$ cat config.mk
export PLATFORM = sky130hd
export DESIGN_NAME = tbeq_weights
export DESIGN_NICKNAME = d
export VERILOG_FILES = /design/src/hdl/tbeq_pkg.sv /design/src/hdl/tbeq_weights.sv
export SDC_FILE = /design/constraint.sdc
export NUM_CORES = 1
export LEC_CHECK = 0
export ABC_AREA = 0
export BUFFER_PORTS_ARGS = -buffer_cell sky130_fd_sc_hd__buf_4
export CAP_MARGIN = 20
export CORE_AREA = 2 2 202 204
export DETAILED_ROUTE_END_ITERATION = 10
export DIE_AREA = 0 0 204 206
export PLACE_DENSITY_LB_ADDON = 0.12
export REMOVE_ABC_BUFFERS = 1
export SLEW_MARGIN = 15
export SYNTH_ARGS = -nofsm -noshare
export SYNTH_HDL_FRONTEND = slang
export SYNTH_SLANG_ARGS = --single-unit
$ cat constraint.sdc
create_clock -name clk -period 10.48 [get_ports clk]
set_input_delay 2.096 -clock clk [delete_from_list [all_inputs] [get_ports clk]]
set_output_delay 2.096 -clock clk [all_outputs]
set_load 0.1 [all_outputs]
$ cat src/hdl/tbeq_pkg.sv
`timescale 1ns / 1ps
`default_nettype none

package tbeq_pkg;

	// Band weights are unsigned Q1.15; one full weight is 32768.
	localparam int WEIGHT_W = 16;
	localparam logic [WEIGHT_W-1:0] WEIGHT_ONE = 16'd32768;

	// Band edges in Q16.4 hertz.
	localparam logic [19:0] LOW_EDGE_Q4  = 20'd3200;
	localparam logic [19:0] HIGH_EDGE_Q4 = 20'd30400;

	// Reciprocals of 50 and 100 in Q20, applied with a right shift of 9.
	localparam logic [14:0] RECIP50_Q20  = 15'd20972;
	localparam logic [14:0] RECIP100_Q20 = 15'd10486;
	localparam int RECIP_SHIFT = 9;
	localparam int SLOPE_PROD_W = 35;

	localparam int GAIN_SHIFT = 27;

	// Configuration register indexes.
	localparam logic [7:0] REG_LOW_GAIN  = 8'd0;
	localparam logic [7:0] REG_MID_GAIN  = 8'd1;
	localparam logic [7:0] REG_HIGH_GAIN = 8'd2;
	localparam logic [7:0] REG_FIRST_BIN = 8'd3;
	localparam logic [7:0] REG_LAST_BIN  = 8'd4;

	typedef logic [WEIGHT_W-1:0] weight_t;

	// Load enables for the two weight stages.
	typedef struct packed {
		logic load_s1;
		logic load_s2;
	} weight_ctrl_t;

endpackage

`default_nettype wire

$ cat src/hdl/tbeq_weights.sv
`timescale 1ns / 1ps
`default_nettype none

module tbeq_weights (
	input  wire                   clk,
	input  tbeq_pkg::weight_ctrl_t ctrl,
	input  wire  [19:0]           frequency,
	output tbeq_pkg::weight_t     low_w_s2,
	output tbeq_pkg::weight_t     mid_w_s2,
	output tbeq_pkg::weight_t     high_w_s2
);
	import tbeq_pkg::*;

	logic                    low_full_s1;
	logic                    high_none_s1;
	logic [SLOPE_PROD_W-1:0] low_prod_s1;
	logic [SLOPE_PROD_W-1:0] high_prod_s1;

	logic [19:0] low_dist;
	logic [19:0] high_dist;
	logic [SLOPE_PROD_W-RECIP_SHIFT-1:0] low_drop;
	logic [SLOPE_PROD_W-RECIP_SHIFT-1:0] high_rise;
	weight_t low_w;
	weight_t high_w;
	logic [WEIGHT_W:0] side_sum;
	weight_t mid_w;

	assign low_dist  = frequency - LOW_EDGE_Q4;
	assign high_dist = frequency - HIGH_EDGE_Q4;

	// Stage 1: distance past each edge times the slope reciprocal.
	always_ff @(posedge clk) begin
		if (ctrl.load_s1) begin
			low_full_s1  <= (frequency <= LOW_EDGE_Q4);
			high_none_s1 <= (frequency <= HIGH_EDGE_Q4);
			low_prod_s1  <= SLOPE_PROD_W'(low_dist) * SLOPE_PROD_W'(RECIP50_Q20);
			high_prod_s1 <= SLOPE_PROD_W'(high_dist) * SLOPE_PROD_W'(RECIP100_Q20);
		end
	end

	assign low_drop  = low_prod_s1[SLOPE_PROD_W-1:RECIP_SHIFT];
	assign high_rise = high_prod_s1[SLOPE_PROD_W-1:RECIP_SHIFT];

	always_comb begin
		if (low_full_s1) begin
			low_w = WEIGHT_ONE;
		end else if (low_drop >= 26'(WEIGHT_ONE)) begin
			low_w = '0;
		end else begin
			low_w = WEIGHT_ONE - WEIGHT_W'(low_drop);
		end

		if (high_none_s1) begin
			high_w = '0;
		end else if (high_rise > 26'(WEIGHT_ONE)) begin
			high_w = WEIGHT_ONE;
		end else begin
			high_w = WEIGHT_W'(high_rise);
		end

		// The mid weight takes what the outer bands leave, never below zero.
		side_sum = {1'b0, low_w} + {1'b0, high_w};
		if (side_sum >= {1'b0, WEIGHT_ONE}) begin
			mid_w = '0;
		end else begin
			mid_w = WEIGHT_ONE - side_sum[WEIGHT_W-1:0];
		end
	end

	// Stage 2: the three weights.
	always_ff @(posedge clk) begin
		if (ctrl.load_s2) begin
			low_w_s2  <= low_w;
			mid_w_s2  <= mid_w;
			high_w_s2 <= high_w;
		end
	end

endmodule

`default_nettype wire
======== Yosys cells after proc, flatten, opt, wreduce, memory -nomap -nowiden ========
Cells that the tools add are included.
word-level totals
  flip-flop bits (word level) ............. 116
  input bits .............................. 23
  output and inout bits ................... 48
  logic and storage cells ................. 23
operators by class
  multiplexer cells ....................... 4
  $add $sub $neg .......................... 5
  multipliers ............................. 2
  $lt $le $gt $ge ......................... 5
operators with widths
  operator                                                           number
  multiplier 20 x 13 -> 33 bit (second input constant)               2
  2-to-1 mux 16 bit                                                  4
  subtractor 16 bit (first input constant)                           2
  >= comparator 26 x 16 -> 1 bit (second input constant)             1
  greater-than comparator 25 x 16 -> 1 bit (second input constant)   1
  less-or-equal comparator 20 x 12 -> 1 bit (second input constant)  1
  less-or-equal comparator 20 x 15 -> 1 bit (second input constant)  1
  subtractor 20 x 12 -> 20 bit (second input constant)               1
  subtractor 20 x 15 -> 20 bit (second input constant)               1
  adder 16 x 16 -> 17 bit                                            1
  >= comparator 17 x 16 -> 1 bit (second input constant)             1

======== Longest topological paths before layout ========
  word-level depth ........................ 5
  depth in mapped cells ................... 27
  depth with buffers taken out ............ 26

======== Least setup slack after synthesis ========
OpenSTA, ideal clock, no wires.
  path kind ............................... input-to-reg
  start point ............................. input frequency[9]
  end point ............................... register low_prod_s1[28] (data pin)
  slack ................................... 1.837 ns
  stages .................................. 24
  buffers on the path ..................... 1
  data required time ...................... 10.219 ns
  setup time .............................. 0.261 ns
  data arrival time ....................... 8.382 ns
  cells stage by stage .................... clkbuf_1 -> nor3_1 -> nor2_1 -> or3_1 -> or3_1 -> xnor2_1 -> ha_1 -> inv_1 -> fa_1 -> inv_1 -> fa_1 -> fa_1 -> inv_1 -> fa_1 -> inv_1 -> ha_1 -> or4_1 -> o21ai_1 -> a21oi_1 -> a41oi_2 -> a211oi_1 -> o21a_1 -> o31a_1 -> o311a_1
between the ends
  longest elaborated chain between the ends .. 2
RTL lines
  item                          RTL line            source
  from (decl)                   tbeq_weights.sv:7   input wire [19:0] frequency,
  subtractor 20 x 12 -> 20 bit  tbeq_weights.sv:28  assign low_dist = frequency - LOW_EDGE_Q4;
  multiplier 20 x 13 -> 33 bit  tbeq_weights.sv:36  low_prod_s1 <= SLOPE_PROD_W'(low_dist) * SLOPE_PROD_W'(RECIP50_Q20);
  to (signal assigned)          tbeq_weights.sv:36
  to (decl)                     tbeq_weights.sv:16  logic [SLOPE_PROD_W-1:0] low_prod_s1;
Every way passes these cells.
A chain may end at the register's enable or synchronous reset.

======== Worst setup path after layout ========
Same ends and word-level chain as after synthesis.

==> impl_metrics.ini <==
[run_status]
status = finished clean

[clock_tree]
h-tree-depth = 3
cts_tree = done
cts.clk_slew.worst_paths_ps = 70
clock_tree.buffer_depth = 2
cts-root-buf = sky130_fd_sc_hd__clkbuf_16
postcts_resize_cnt = 0
cts.repair_timing.setup_buffer_count = 0
cts_made_buffers = 9
worstSkewPairLatency_ps = 370
cts_hold_repair.buffers = 0
tritoncts_num_sinks = 101

[global_routing]
grt_use_met2 = 0.2996
initial_antenna_violation_count = 0
grt_pass1_vias = 10470
tot_gr_track_use = 0.1738
grt_start_max_net_pins = 54
grt_util_met1 = 0.2339
grt.busiest_layer = met2
global_route_wire_length_before_repair_mm = 55.96
global_route.overflow_total = 0
global_route_met3_utilization = 0.01845

[worst_setup_path]
worst_setup_path_class = in2reg
timing.critical_path.cells = buf_4, nor3_1, nor2_1, or3_1, or3_1, xnor2_1, ha_1, inv_1, fa_1, inv_1, fa_1, fa_1, inv_1, fa_1, inv_1, ha_1, or4_1, o21ai_1, a21oi_1, a41oi_2, a211oi_1, o21a_1, o31a_1, o311a_1
crit_fanout = 9
critPathLaunchType = input port
path_delay_family = adder cells
r2r_setup_slack_ps = 5570
critPathRequiredTime_ps = 10610
critical_path_arrival_ps = 8820
cp_slowest_cell = sky130_fd_sc_hd__xnor2_1
critical-path-max-stage-delay_ps = 610
crit_buf_inv = 5
cp-end-kind = flip-flop

[routing]
drc_errors = 0
first_pass_iters = 5
drt_iter0_drc = 447
vias_after_detailed_routing = 10130
detail-route-antenna-nets = 0
postRouteWirelength_mm = 34.98
viasPerCell = 4.801
post_drt_wl_per_cell_um = 16.58

[layout]
layout.cells.most_common_list = sky130_fd_sc_hd__inv_1, sky130_fd_sc_hd__ha_1, sky130_fd_sc_hd__fa_1, sky130_fd_sc_hd__nor2_1, sky130_fd_sc_hd__edfxtp_1
diodes = 0
mostFrequentLayoutCell = sky130_fd_sc_hd__inv_1
area_growth_pct = 9.900
post_route_cells_drive_above_1_share = 0.07039
fin_nets = 2016

[logic_synthesis]
most_common_flop_cell_mapped_by_yosys = sky130_fd_sc_hd__edfxtp_1
synth_seq_area_share = 0.2035
netlist_area_um2 = 14900
syn_avg_cell_area_um2 = 9.915
synth-edff-count = 101
ys_async_sr_fraction = 0
synth_top_area_frac = 0.2391
syn_warnings = 0
synth_top_cell_by_area = sky130_fd_sc_hd__fa_1
postSynthCellCount = 1503
synth_cell_types = 68
synth_area_leaders = sky130_fd_sc_hd__fa_1, sky130_fd_sc_hd__ha_1, sky130_fd_sc_hd__edfxtp_1
yosys_register_bits = 101

[timing]
worst-slew-pin-transition_ps = 899.5
slew-limit-headroom = 0.3848
grt_setup_unrepaired = no
fmax_mhz = 115.0
final.period_utilization = 0.8299
period_needed_ps = 8697
totalNegativeSetupSlack_ps = 0
setup_viol = 0
final.setup_skew_ps = 8.219
report.final.hold_viol_count = 0
finalMaxSlewViolations = 0

[die]
start_util = 0.3708
floorplan.core_area_um2 = 40180
fp-row-count = 74
die_area_um2 = 42020
die_w_um = 204
vert_die_dim_um = 206
top_level_ports = 71

[place]
globalplace.congestion = 0.8807
io_buffers = 70
dp_hpwl_mm = 30.93

[run]
drv_cap = 0

[hold_path]
hp-class = reg2reg
==> per-layer routing <==
metal / routed length (um) / vias to the layer above
met5: 0 / -
met4: 670 / 0
met3: 807 / 21
met2: 16760 / 143
met1: 16740 / 4905
li1: - / 5056
==> Yosys cell counts (3+ instances only) <==
cell,n
sky130_fd_sc_hd__and4_1,4
sky130_fd_sc_hd__or3_1,8
sky130_fd_sc_hd__clkbuf_1,11
sky130_fd_sc_hd__a21oi_1,53
sky130_fd_sc_hd__o21ai_1,4
sky130_fd_sc_hd__a31oi_1,6
sky130_fd_sc_hd__xor2_1,49
sky130_fd_sc_hd__a41oi_1,3
sky130_fd_sc_hd__o21bai_1,12
sky130_fd_sc_hd__nor2_1,109
sky130_fd_sc_hd__or2_2,4
sky130_fd_sc_hd__a21o_1,27
sky130_fd_sc_hd__a211oi_1,8
sky130_fd_sc_hd__and3_1,11
sky130_fd_sc_hd__nor3_1,29
sky130_fd_sc_hd__and2_1,19
sky130_fd_sc_hd__nand2b_1,5
sky130_fd_sc_hd__inv_1,355
sky130_fd_sc_hd__o211ai_1,7
sky130_fd_sc_hd__nand4_1,11
sky130_fd_sc_hd__mux2i_1,4
sky130_fd_sc_hd__nor2b_1,9
sky130_fd_sc_hd__edfxtp_1,101
sky130_fd_sc_hd__fa_1,178
sky130_fd_sc_hd__nand2_1,53
sky130_fd_sc_hd__nor4_1,11
sky130_fd_sc_hd__o211a_1,4
sky130_fd_sc_hd__o21a_1,10
sky130_fd_sc_hd__or4_1,5
sky130_fd_sc_hd__o21ai_0,27
sky130_fd_sc_hd__ha_1,243
sky130_fd_sc_hd__xnor2_1,67
sky130_fd_sc_hd__nand3_1,12
==> stage by stage <==
step           cells  utilization  area, um2  setup slack [ps]  hold WS, ps
5_1_grt         2109       0.4076      16380              1275        656.5
4_1_cts         2109       0.4076      16380              1782        646.3
2_1_floorplan   1488            -      14840              2047        546.6
3_3_place_gp    2093       0.3996      16060              1482        609.2
3_5_place_dp    2093       0.3996      16060              1391        632.4
6_report        2109       0.4076      16380              1783        645.9
==> worst reg2reg max path, stage by stage, from the launching register on <==
cell and delay [ps]:
sky130_fd_sc_hd__edfxtp_1 380, sky130_fd_sc_hd__nor4_1 480, sky130_fd_sc_hd__nand4_1 550, sky130_fd_sc_hd__nor2_1 590, sky130_fd_sc_hd__ha_1 300, sky130_fd_sc_hd__inv_1 70
sky130_fd_sc_hd__fa_1 380, sky130_fd_sc_hd__nand2b_1 220, sky130_fd_sc_hd__a21oi_1 390, sky130_fd_sc_hd__o21a_1 170, sky130_fd_sc_hd__o21ai_0 180, sky130_fd_sc_hd__a2111oi_2 530
sky130_fd_sc_hd__nand4_1 190, sky130_fd_sc_hd__xnor2_1 180, sky130_fd_sc_hd__nor2_1 50
==> kinds of logic (layout without fill, tap and decap cells) <==
logic type,count (synthesis),after routing,share of synthesized area
flops,101,101,0.2035
compound gates,190,190,0.08934
simple gates,300,300,0.09899
buf+inv,370,444,0.09337
fa+ha+maj,421,421,0.4432
xor+xnor,116,116,0.06818
mux,5,5,0.003443
==> registers in the layout (all words and copies together) (netlist names) <==
name,flops
mid_w_s2,16
high_w_s2,16
low_w_s2,16
high_prod_s1,25
high_none_s1,1
low_prod_s1,26
low_full_s1,1
==> final timing paths <==
path,start,depth (start not counted),to
worst min register to register,high_prod_s1[11],1,high_w_s2[2]
worst max register to register,low_prod_s1[34],14,mid_w_s2[14]
worst min-delay path,high_prod_s1[11],1,high_w_s2[2]
worst max-delay path,frequency[9],24,low_prod_s1[28]
==> area by class of cell <==
cell class,instances,area [um2]
multi-input cells,1032,10480
flip-flops and latches,101,3033
repair buffers,73,548.0
well taps,532,665.6
fillers,4066,23810
clock inverters,7,95.09
inverters,355,1333
clock buffers,9,225.2
Power is not shown: default switching activity piles up to over one toggle a cycle in this logic, so the estimate is an artifact.
